`src/sv/wse_pkg.sv`:
```
// Package for the wheel speed estimator: payload structs, register indexes,
// controller states and the command/status bundles between control and datapath.
// No dependencies.
`default_nettype none

package wse_pkg;

  localparam int unsigned Wheels   = 4;
  localparam int unsigned AvgTaps  = 4;
  localparam int unsigned WheelW   = $clog2(Wheels);
  localparam int unsigned SlotW    = $clog2(AvgTaps);
  localparam int unsigned MsPerS   = 1000;
  localparam int unsigned MsW      = 10;
  localparam int unsigned CfgIdxW  = 8;
  localparam int unsigned CfgDataW = 16;

  typedef enum logic [CfgIdxW-1:0] {
    CFG_DIST_PER_TICK = 8'd0,
    CFG_RAMP_PERIOD   = 8'd1,
    CFG_RAMP_STEP     = 8'd2,
    CFG_DUTY_MAX      = 8'd3
  } cfg_idx_e;

  typedef struct packed {
    logic [31:0] front_left_count;
    logic [31:0] front_right_count;
    logic [31:0] rear_left_count;
    logic [31:0] rear_right_count;
    logic [31:0] time_ms;
  } in_t;

  typedef struct packed {
    logic signed [31:0] front_left_speed;
    logic signed [31:0] front_right_speed;
    logic signed [31:0] rear_left_speed;
    logic signed [31:0] rear_right_speed;
    logic signed [31:0] vehicle_speed;
    logic [15:0]        duty_out;
    logic               div_zero;
  } out_t;

  typedef enum logic [2:0] {
    ST_IDLE,
    ST_MUL1,
    ST_MUL2,
    ST_DIV,
    ST_WAIT,
    ST_STORE,
    ST_AVG,
    ST_FINISH
  } state_e;

  typedef struct packed {
    logic load;
    logic mul1;
    logic mul2;
    logic div_start;
    logic store;
    logic next_wheel;
    logic avg;
    logic finish;
  } cmd_t;

  typedef struct packed {
    logic zero;
    logic last_wheel;
    logic div_done;
    logic out_free;
  } status_t;

endpackage

`default_nettype wire

```
`src/sv/wheel_speed_estimator_pwm_ramp.sv`:
```
// Wheel speed estimator with open-loop duty ramp: top level.
// Per wheel: two multiplies, a divide in the shared bit-serial divider (skipped at
// zero dt) and a store; then averaging and hand-off to the output register.
// A new sample is taken only when idle, but may be taken while a result waits.
// Reset: asynchronous, active low; history, previous counts and ramp cleared,
// configuration registers return to their defaults.
`default_nettype none

module wheel_speed_estimator_pwm_ramp
  import wse_pkg::*;
(
  input  wire logic                clk_i,
  input  wire logic                rst_ni,
  input  wire logic                in_valid_i,
  output logic                     in_ready_o,
  input  wire in_t                 in_data_i,
  output logic                     out_valid_o,
  input  wire logic                out_ready_i,
  output out_t                     out_data_o,
  input  wire logic                cfg_valid_i,
  output logic                     cfg_ready_o,
  input  wire logic [CfgIdxW-1:0]  cfg_index_i,
  input  wire logic [CfgDataW-1:0] cfg_data_i
);

  cmd_t    cmd;
  status_t status;

  assign cfg_ready_o = 1'b1;

  wse_ctrl u_ctrl (
    .clk_i      (clk_i),
    .rst_ni     (rst_ni),
    .in_valid_i (in_valid_i),
    .in_ready_o (in_ready_o),
    .status_i   (status),
    .cmd_o      (cmd)
  );

  wse_datapath u_dp (
    .clk_i       (clk_i),
    .rst_ni      (rst_ni),
    .cmd_i       (cmd),
    .status_o    (status),
    .in_data_i   (in_data_i),
    .cfg_valid_i (cfg_valid_i),
    .cfg_index_i (cfg_index_i),
    .cfg_data_i  (cfg_data_i),
    .out_ready_i (out_ready_i),
    .out_valid_o (out_valid_o),
    .out_data_o  (out_data_o)
  );

endmodule

`default_nettype wire

```
`src/sv/wse_div.sv`:
```
// Iterative unsigned 32-bit restoring divider, one quotient bit per cycle.
// Standalone; instantiated by the datapath.
`default_nettype none

module wse_div (
  input  wire logic        clk_i,
  input  wire logic        rst_ni,
  input  wire logic        start_i,
  input  wire logic [31:0] dividend_i,
  input  wire logic [31:0] divisor_i,
  output logic             done_o,
  output logic [31:0]      quotient_o
);

  localparam int unsigned DivW = 32;
  localparam int unsigned CntW = $clog2(DivW + 1);

  logic [CntW-1:0] cnt_q;
  logic            done_q;
  logic [31:0]     rem_q, quo_q, div_q;
  logic [32:0]     shifted;
  logic [33:0]     diff;
  logic            ge;

  always_comb begin
    shifted = {rem_q, quo_q[31]};
    diff    = {1'b0, shifted} - {2'b00, div_q};
    ge      = !diff[33];
  end

  always_ff @(posedge clk_i or negedge rst_ni) begin
    if (!rst_ni) begin
      cnt_q  <= '0;
      done_q <= 1'b0;
    end else begin
      done_q <= 1'b0;
      if (start_i) begin
        cnt_q <= CntW'(DivW);
      end else if (cnt_q != '0) begin
        cnt_q  <= cnt_q - CntW'(1);
        done_q <= (cnt_q == CntW'(1));
      end
    end
  end

  always_ff @(posedge clk_i) begin
    if (start_i) begin
      rem_q <= '0;
      quo_q <= dividend_i;
      div_q <= divisor_i;
    end else if (cnt_q != '0) begin
      rem_q <= ge ? diff[31:0] : shifted[31:0];
      quo_q <= {quo_q[30:0], ge};
    end
  end

  assign done_o     = done_q;
  assign quotient_o = quo_q;

endmodule

`default_nettype wire

```
`src/sv/wse_datapath.sv`:
```
// Datapath: sample capture, multipliers, shared divider, history rings,
// averaging, duty ramp, configuration registers and output register.
// Depends on wse_pkg and wse_div.
`default_nettype none

module wse_datapath
  import wse_pkg::*;
(
  input  wire logic                clk_i,
  input  wire logic                rst_ni,
  input  wire cmd_t                cmd_i,
  output status_t                  status_o,
  input  wire in_t                 in_data_i,
  input  wire logic                cfg_valid_i,
  input  wire logic [CfgIdxW-1:0]  cfg_index_i,
  input  wire logic [CfgDataW-1:0] cfg_data_i,
  input  wire logic                out_ready_i,
  output logic                     out_valid_o,
  output out_t                     out_data_o
);

  logic [15:0] dpt_q, duty_max_q, duty_q;
  logic [7:0]  period_q, step_q, rc_q;

  logic [31:0] cnt_q  [Wheels];
  logic [31:0] prev_q [Wheels];
  logic [31:0] hist_q [Wheels][AvgTaps];
  logic signed [31:0] avg_q [Wheels];
  logic [31:0] prev_time_q, dt_q, prod1_q, prod2_q;
  logic        zero_q;
  logic [WheelW-1:0] w_q;
  logic [SlotW-1:0]  slot_q;
  logic        out_valid_q;
  out_t        out_q;

  logic [31:0] delta;
  logic [47:0] m1_full;
  logic [41:0] m2_full;
  logic        div_done;
  logic [31:0] quotient;
  logic signed [33:0] sum [Wheels];
  logic signed [32:0] rear_sum;
  logic [16:0] duty_sum;
  logic [15:0] duty_next;
  logic [7:0]  period_eff, rc_next;
  logic [8:0]  rc_inc;

  wse_div u_div (
    .clk_i      (clk_i),
    .rst_ni     (rst_ni),
    .start_i    (cmd_i.div_start),
    .dividend_i (prod2_q),
    .divisor_i  (dt_q),
    .done_o     (div_done),
    .quotient_o (quotient)
  );

  always_comb begin
    delta   = cnt_q[w_q] - prev_q[w_q];
    m1_full = delta * dpt_q;
    m2_full = prod1_q * MsW'(MsPerS);
    for (int w = 0; w < Wheels; w++) begin
      sum[w] = '0;
      for (int k = 0; k < AvgTaps; k++) begin
        sum[w] = sum[w] + 34'(signed'(hist_q[w][k]));
      end
    end
    rear_sum = 33'(avg_q[2]) + 33'(avg_q[3]);
    duty_sum = {1'b0, duty_q} + {9'd0, step_q};
    if (rc_q != '0) begin
      duty_next = duty_q;
    end else if (duty_q >= duty_max_q) begin
      duty_next = '0;
    end else begin
      duty_next = duty_sum[16] ? 16'hFFFF : duty_sum[15:0];
    end
    period_eff = (period_q == '0) ? 8'd1 : period_q;
    rc_inc     = {1'b0, rc_q} + 9'd1;
    rc_next    = (rc_inc >= {1'b0, period_eff}) ? 8'd0 : rc_inc[7:0];
  end

  always_ff @(posedge clk_i or negedge rst_ni) begin
    if (!rst_ni) begin
      dpt_q       <= 16'd1;
      period_q    <= 8'd30;
      step_q      <= 8'd5;
      duty_max_q  <= 16'd100;
      duty_q      <= '0;
      rc_q        <= '0;
      prev_time_q <= '0;
      slot_q      <= '0;
      w_q         <= '0;
      out_valid_q <= 1'b0;
      for (int w = 0; w < Wheels; w++) begin
        prev_q[w] <= '0;
        for (int k = 0; k < AvgTaps; k++) begin
          hist_q[w][k] <= '0;
        end
      end
    end else begin
      if (cfg_valid_i) begin
        case (cfg_idx_e'(cfg_index_i))
          CFG_DIST_PER_TICK: dpt_q      <= cfg_data_i;
          CFG_RAMP_PERIOD:   period_q   <= cfg_data_i[7:0];
          CFG_RAMP_STEP:     step_q     <= cfg_data_i[7:0];
          CFG_DUTY_MAX:      duty_max_q <= cfg_data_i;
          default: ;
        endcase
      end
      if (cmd_i.load) begin
        prev_time_q <= in_data_i.time_ms;
        w_q         <= '0;
      end
      if (cmd_i.next_wheel) begin
        w_q <= w_q + WheelW'(1);
      end
      if (cmd_i.store) begin
        hist_q[w_q][slot_q] <= zero_q ? 32'hFFFF_FFFF : quotient;
        prev_q[w_q]         <= cnt_q[w_q];
      end
      if (cmd_i.finish) begin
        duty_q      <= duty_next;
        rc_q        <= rc_next;
        slot_q      <= slot_q + SlotW'(1);
        out_valid_q <= 1'b1;
      end else if (out_ready_i) begin
        out_valid_q <= 1'b0;
      end
    end
  end

  always_ff @(posedge clk_i) begin
    if (cmd_i.load) begin
      cnt_q[0] <= in_data_i.front_left_count;
      cnt_q[1] <= in_data_i.front_right_count;
      cnt_q[2] <= in_data_i.rear_left_count;
      cnt_q[3] <= in_data_i.rear_right_count;
      dt_q     <= in_data_i.time_ms - prev_time_q;
      zero_q   <= (in_data_i.time_ms == prev_time_q);
    end
    if (cmd_i.mul1) begin
      prod1_q <= m1_full[31:0];
    end
    if (cmd_i.mul2) begin
      prod2_q <= m2_full[31:0];
    end
    if (cmd_i.avg) begin
      for (int w = 0; w < Wheels; w++) begin
        avg_q[w] <= sum[w][33:2];
      end
    end
    if (cmd_i.finish) begin
      out_q.front_left_speed  <= avg_q[0];
      out_q.front_right_speed <= avg_q[1];
      out_q.rear_left_speed   <= avg_q[2];
      out_q.rear_right_speed  <= avg_q[3];
      out_q.vehicle_speed     <= rear_sum[32:1];
      out_q.duty_out          <= duty_q;
      out_q.div_zero          <= zero_q;
    end
  end

  always_comb begin
    status_o.zero       = zero_q;
    status_o.last_wheel = (w_q == WheelW'(Wheels - 1));
    status_o.div_done   = div_done;
    status_o.out_free   = !out_valid_q || out_ready_i;
  end

  assign out_valid_o = out_valid_q;
  assign out_data_o  = out_q;

endmodule

`default_nettype wire

```
`src/sv/wse_ctrl.sv`:
```
// Controller state machine: sequences the four wheels through multiply,
// divide and store, then averaging and result hand-off. Depends on wse_pkg.
`default_nettype none

module wse_ctrl
  import wse_pkg::*;
(
  input  wire logic    clk_i,
  input  wire logic    rst_ni,
  input  wire logic    in_valid_i,
  output logic         in_ready_o,
  input  wire status_t status_i,
  output cmd_t         cmd_o
);

  state_e state_q, state_d;

  always_ff @(posedge clk_i or negedge rst_ni) begin
    if (!rst_ni) begin
      state_q <= ST_IDLE;
    end else begin
      state_q <= state_d;
    end
  end

  always_comb begin
    state_d    = state_q;
    cmd_o      = '0;
    in_ready_o = 1'b0;
    case (state_q)
      ST_IDLE: begin
        in_ready_o = 1'b1;
        if (in_valid_i) begin
          cmd_o.load = 1'b1;
          state_d    = ST_MUL1;
        end
      end
      ST_MUL1: begin
        cmd_o.mul1 = 1'b1;
        state_d    = ST_MUL2;
      end
      ST_MUL2: begin
        cmd_o.mul2 = 1'b1;
        state_d    = status_i.zero ? ST_STORE : ST_DIV;
      end
      ST_DIV: begin
        cmd_o.div_start = 1'b1;
        state_d         = ST_WAIT;
      end
      ST_WAIT: begin
        if (status_i.div_done) begin
          state_d = ST_STORE;
        end
      end
      ST_STORE: begin
        cmd_o.store = 1'b1;
        if (status_i.last_wheel) begin
          state_d = ST_AVG;
        end else begin
          cmd_o.next_wheel = 1'b1;
          state_d          = ST_MUL1;
        end
      end
      ST_AVG: begin
        cmd_o.avg = 1'b1;
        state_d   = ST_FINISH;
      end
      ST_FINISH: begin
        if (status_i.out_free) begin
          cmd_o.finish = 1'b1;
          state_d      = ST_IDLE;
        end
      end
      default: begin
        state_d = ST_IDLE;
      end
    endcase
  end

endmodule

`default_nettype wire

```
`config.mk`:
```
export PLATFORM = sky130hd
export DESIGN_NAME = wheel_speed_estimator_pwm_ramp
export DESIGN_NICKNAME = d
export VERILOG_FILES = /design/src/sv/wse_pkg.sv /design/src/sv/wheel_speed_estimator_pwm_ramp.sv /design/src/sv/wse_div.sv /design/src/sv/wse_datapath.sv /design/src/sv/wse_ctrl.sv
export SDC_FILE = /design/constraint.sdc
export NUM_CORES = 2
export LEC_CHECK = 0
export BUFFER_PORTS_ARGS = -buffer_cell sky130_fd_sc_hd__buf_4
export CAP_MARGIN = 20
export CELL_PAD_IN_SITES_DETAIL_PLACEMENT = 0
export CELL_PAD_IN_SITES_GLOBAL_PLACEMENT = 1
export CORE_ASPECT_RATIO = 1.4
export CORE_MARGIN = 5
export CORE_UTILIZATION = 50
export CTS_BUF_LIST = sky130_fd_sc_hd__clkbuf_16
export DETAILED_ROUTE_END_ITERATION = 16
export GPL_TIMING_DRIVEN = 0
export PLACE_DENSITY_LB_ADDON = 0.1
export SLEW_MARGIN = 10
export SYNTH_ARGS = -nofsm -noshare
export SYNTH_HDL_FRONTEND = slang
export SYNTH_SLANG_ARGS = --single-unit
```
`constraint.sdc`:
```
create_clock -name clk_i -period 29.2 [get_ports clk_i]
set_input_delay 4.38 -clock clk_i [delete_from_list [all_inputs] [get_ports clk_i]]
set_output_delay 4.38 -clock clk_i [all_outputs]
set_load 0.005 [all_outputs]
```
# [Yosys cells after proc, flatten, opt, wreduce, memory -nomap -nowiden]
# Memory sizes are Yosys's and may differ from the RTL's. A register that Yosys moved wholly into a read port is not among the register bits.
# Index checks and enable logic that the tools add are counted.
[op_classes] n_addsub=21 n_mul=2 magnitude_cmp=6 eq_ne=16 mux=48 bitwise_logic=3 n_reduce_logical=19
[ops] operator="$bwmux 512" count=1
[ops] operator="$demux 128 s2" count=1
[ops] operator="$mux 32" count=8
[ops] operator="$add 32x32->33" count=5
[ops] operator="$add 33x32->34" count=4
[ops] operator="$add 34x32->34" count=4
[ops] operator="$bwmux 128" count=1
[ops] operator="$demux 32 s2" count=2
[ops] operator="$mux 128" count=1
[ops] operator="$bmux 32 s2" count=1
[ops] operator="$sub 32x32->32" count=2
[ops] operator="$sub 33x32->34" count=1
[ops] operator="$eq 32x32->1" count=1
[ops] operator="$mul 32x16->32" count=1
[ops] operator="$mul 32x7->29 const B" count=1
[ops] operator="$mux 16" count=2
[ops] operator="$pmux 3 s8" count=1
[ops] operator="$mux 1" count=18
[ops] operator="$add 16x8->17" count=1
[ops] operator="$eq 8x2->1 const B" count=2
[ops] operator="$ge 16x16->1" count=1
[ops] operator="$logic_not 8->1" count=2
[ops] operator="$mux 8" count=2
[ops] operator="$mux 3" count=5
[ops] operator="27 further kinds" count=47
[word_totals] reg_bits=1062 ramBits=256 in_bits=189 out_inout_bits=180 n_memories=2
[mem_list] memory="u_dp.avg_q" words=4 word_bits=32 rd=4 rd_ports_with_merged_regs=2 wr=4 line_no="wse_datapath.sv:28" text="logic signed [31:0] avg_q [Wheels];"
[mem_list] memory="u_dp.cnt_q" words=4 word_bits=32 rd=1 rd_ports_with_merged_regs=0 wr=4 line_no="wse_datapath.sv:25" text="logic [31:0] cnt_q [Wheels];"

# [Logic depth before layout (Yosys ltp)]
[depth] depth_word=8 mapped_depth=40 depth_no_buf=37

# [By module]
# A second synthesis with hierarchy kept.
[hier_totals] cells_unflattened=6966 hier_area_um2=79887.9
[by_module_without_submodules] module="wse_datapath" n_inst=1 cells_each=6298 area_per_inst_um2=73266.5 seq_area_each_um2=33829.9
[by_module_without_submodules] module="wse_div" n_inst=1 cells_each=632 area_per_inst_um2=6337.3 seq_area_each_um2=2737.6
[by_module_without_submodules] module="wse_ctrl" n_inst=1 cells_each=34 area_per_inst_um2=272.8 seq_area_each_um2=75.1
[by_module_without_submodules] module="wheel_speed_estimator_pwm_ramp" n_inst=1 cells_each=2 area_per_inst_um2=11.3 seq_area_each_um2=0.0

# [Worst setup path after synthesis]
# OpenSTA, ideal clock, no wires.
[synth_timing] path_type="input-to-reg" startpoint="input port out_ready_i" endpoint="register u_dp.duty_q[15]" arrival_ps=9923 t_required_ps=29106 setup_slack_ps=19183 path_stages=7 cell_sequence="nand2b_1 nand4_1 inv_1 nand3_1 nor2_1 a31oi_1 a211oi_1"
[synth_lines] item="start: declaration" line_no="wheel_speed_estimator_pwm_ramp.sv:18" text="input wire logic out_ready_i,"
[synth_lines] item="end signal: assignment" line_no="wse_datapath.sv:122" text="duty_q <= duty_next;"
[synth_lines] item="end: declaration" line_no="wse_datapath.sv:22" text="logic [15:0] dpt_q, duty_max_q, duty_q;"

# [Worst setup path in the final report]
[layout_timing] startpoint="register u_dp.w_q[0]" endpoint="register u_dp.prod1_q[28] (data pin)"
[layout_between] elab_chain_cells=6 elab_cells_between_ends=7 cone_classes="1 x add/sub; 1 x mul; 3 x mux; 1 x bitwise; 1 x memory"
[layout_lines] item="start: declaration" line_no="wse_datapath.sv:31" text="logic [WheelW-1:0] w_q;"
[layout_lines] item="start signal: assignment" line_no="wse_datapath.sv:115" text="w_q <= w_q + WheelW'(1);"
[layout_lines] item="$not 2->3 (implied by the code)" line_no="wse_datapath.sv:59" text="delta = cnt_q[w_q] - prev_q[w_q];"
[layout_lines] item="$bmux 32 s2" line_no="wse_datapath.sv:59"
[layout_lines] item="$mux 32 (implied by the code) (2 in a row)" line_no="wse_datapath.sv:59"
[layout_lines] item="$sub 32x32->32 *" line_no="wse_datapath.sv:59"
[layout_lines] item="$mul 32x16->32 *" line_no="wse_datapath.sv:60" text="m1_full = delta * dpt_q;"
[layout_lines] item="net u_dp.m1_full[28]" line_no="wse_datapath.sv:37" text="logic [47:0] m1_full;"
[layout_lines] item="end signal: assignment" line_no="wse_datapath.sv:142" text="prod1_q <= m1_full[31:0];"
[layout_lines] item="end: declaration" line_no="wse_datapath.sv:29" text="logic [31:0] prev_time_q, dt_q, prod1_q, prod2_q;"
# The timed path passes the listed nets; every way through them passes the cells marked *. The select of a mux whose other input is x is not followed.
# A chain may end at the register's enable or synchronous reset.

==> flow_metrics.tcl <==
set metrics [dict create \
    num_vias 52088 \
    nNetsFinal 8702 \
    cts_inserted_buffers 138 \
    cap_violations 0 \
    fill_cells 13428 \
    finalHoldViolations 0 \
    start_util_pct 50.3 \
    hpwl_um 160000 \
    async_reset_ff_share_pct 55.1 \
    final_cell_mix "nor2_1 (782), a21oi_1 (755), dfrtp_1 (737)" \
    fmax_mhz 78.9 \
    grt-ovfl-total 0 \
    cts-resized-gates 0 \
    period_share_pct 43.4 \
    grt_max_degree 129 \
    cts_num_sinks 1355 \
    cp_max_fo 10 \
    critPathKind "reg -> reg" \
    tns_ps 0 \
    synth-main-ff-cell "dfrtp_1" \
    antenna_found_initial 2 \
    drc 0 \
    skew_ps 46.2 \
    arrival_ps 13150 \
    syn-num-nets 8177 \
    clk_pin_slew_ps 60 \
    period_needed_ps 12670 \
    multi_input_area_um2 39100 \
    place.port_buffers 355 \
    slew_headroom_pct 19.7 \
    rsz0062_at_grt "false" \
    ys_seq_area_share_pct 46.3 \
    slowest_delay_ps 920 \
    ys_ff_latch 1355 \
    rows 172 \
    drive_gt1_share_pct 11.1 \
    core_um2 157000 \
    routedWlPerCell_um 20.7 \
    drtAntennaViolNets 0 \
    synth.distinct_cells 85 \
    postCtsSetupBuffers 0 \
    synth.avg_cell_area_um2 11.4 \
    die_w_um 346 \
    clockBufferDepth 3 \
    ys_warn_count 0 \
    cp.required_ps 29670 \
    first_iter_violations 2682 \
    cts_max_level 4 \
    cp_slowest_cell "xnor2_1" \
    root_buffer "clkbuf_16" \
    clk_latency_ps 790 \
    mostFrequentLayoutCell "nor2_1" \
    syn_to_final_growth_pct 13.2 \
    status "finished clean" \
    globalplace.congestion 0.883 \
    wl_um 201000 \
    synth_edf_count 576 \
    drtPass1Iterations 5 \
    ff2ff_setup_slack_ps 16530 \
    drv_slew 0 \
    regArea_um2 36600 \
    syn_area_um2 79200 \
    cp-end-kind "flop" \
    vias_per_cell 5.37 \
    hold_class "reg -> reg" \
    grt_usage_pct 24.4 \
    design.die.area_um2 167000 \
    crit_path_start_kind "flop" \
    grt_pass1_wl_um 316000 \
    synthCells 6962 \
    ios 369 \
    die_height_um 481 \
    cts_tree "yes" \
    tightest_slew_ps 1200 \
    grt_pass1_vias 56630 \
    cpMostUsedCell "fa_1" \
    cts-hold-fix-buffers 0 \
    setup_viol 0 \
]
-- critical path: cells and delay by family (launching register included) --
kind                     cells  cell delay (ps)
XOR/XNOR                     4             1730
AND/OR/NAND/NOR              6             1110
buffers and inverters        7             2660
flip-flops                   1              370
multiplexers                 1              600
AO/OA/AOI/OAI                8             1980
adder cells (fa/ha/maj)      9             3910
-- cells by family after synthesis --
logic type      synth area share (%)
simple gates                    10.0
flops                           46.3
compound gates                  9.97
fa+ha+maj                       22.1
buf+inv                         4.38
xor+xnor                        3.36
mux                             3.94
other cells                  0.00474
-- synthesized netlist by cell type, drive strengths merged, types with 16 or more instances --
| cell type | n | area (µm²) |
|---|---|---|
| o21bai | 35 | 263 |
| mux2 | 160 | 1800 |
| xor2 | 74 | 656 |
| buf | 48 | 184 |
| dfxtp | 32 | 641 |
| xnor2 | 220 | 1930 |
| nor3 | 47 | 235 |
| o21ai | 186 | 931 |
| a21boi | 31 | 233 |
| a211oi | 20 | 150 |
| and3 | 38 | 238 |
| and2 | 139 | 870 |
| a21oi | 757 | 3800 |
| o21a | 44 | 330 |
| nand4 | 22 | 138 |
| inv | 647 | 2430 |
| nand2b | 53 | 332 |
| nand3 | 64 | 320 |
| mux4 | 58 | 1310 |
| clkbuf | 226 | 848 |
| nor2 | 783 | 2940 |
| o31ai | 19 | 156 |
| a31oi | 20 | 125 |
| edfxtp | 576 | 17300 |
| nor2b | 67 | 419 |
| a311oi | 16 | 146 |
| dfrtp | 737 | 18400 |
| nand2 | 511 | 1920 |
| a21o | 117 | 878 |
| fa | 618 | 12400 |
| ha | 408 | 5100 |
-- state kept, by name, indices dropped and copies added (netlist names), 64 cells and up --
name and count:
out_data_o 64, u_dp.avg_q 128, u_dp.cnt_q 116, u_dp.hist_q 512
u_dp.out_data_o 113, u_dp.prev_q 116
-- layer usage --
metal / global-route usage (%) / wire length (µm) / vias up
met5: 0 / 0 / -
met1: 25.7 / 71400 / 26063
li1: - / - / 24566
met3: 3.42 / 7060 / 415
met4: 10.8 / 10100 / 0
met2: 47.8 / 112000 / 1044
-- final timing paths --
path,start,to,cells after the start
worst max-delay path,u_dp.w_q[0],u_dp.prod1_q[28],35
worst min-delay path,u_dp.avg_q[1][7],out_data_o[120],0
worst max register to register,u_dp.w_q[0],u_dp.prod1_q[28],35
worst min register to register,u_dp.avg_q[1][7],out_data_o[120],0
max in group asynchronous,rst_ni,u_dp.hist_q[221],4
min in group asynchronous,rst_ni,u_dp.prev_time_q[10],1
-- through the flow --
step | hold slack (ps) | cell area [µm²] | utilization [%] | setup WS, ps | cells
finish | 414 | 89600 | 57.0 | 16530 | 9692
global route | 420 | 89600 | 57.0 | 16030 | 9691
CTS | 414 | 89600 | 57.0 | 16470 | 9689
detailed placement | 405 | 85000 | 54.0 | 16540 | 9434
global placement | 401 | 84500 | 53.7 | 14760 | 9405
floorplan | 400 | 79200 | - | 19180 | 6962
-- layout make-up --
class	instances	share of cell area, %
antenna	2	0.00558
buffer	274	1.16
clock buffer	144	4.02
clock inverter	111	1.13
inverter	649	2.73
multi-input combinational	4684	43.6
sequential	1355	40.9
tap	2088	2.91
timing repair buffer	385	3.55
Power is left out: the tool's default activity adds up to more than one toggle a clock period on the data nets, which glitch-free logic cannot reach.
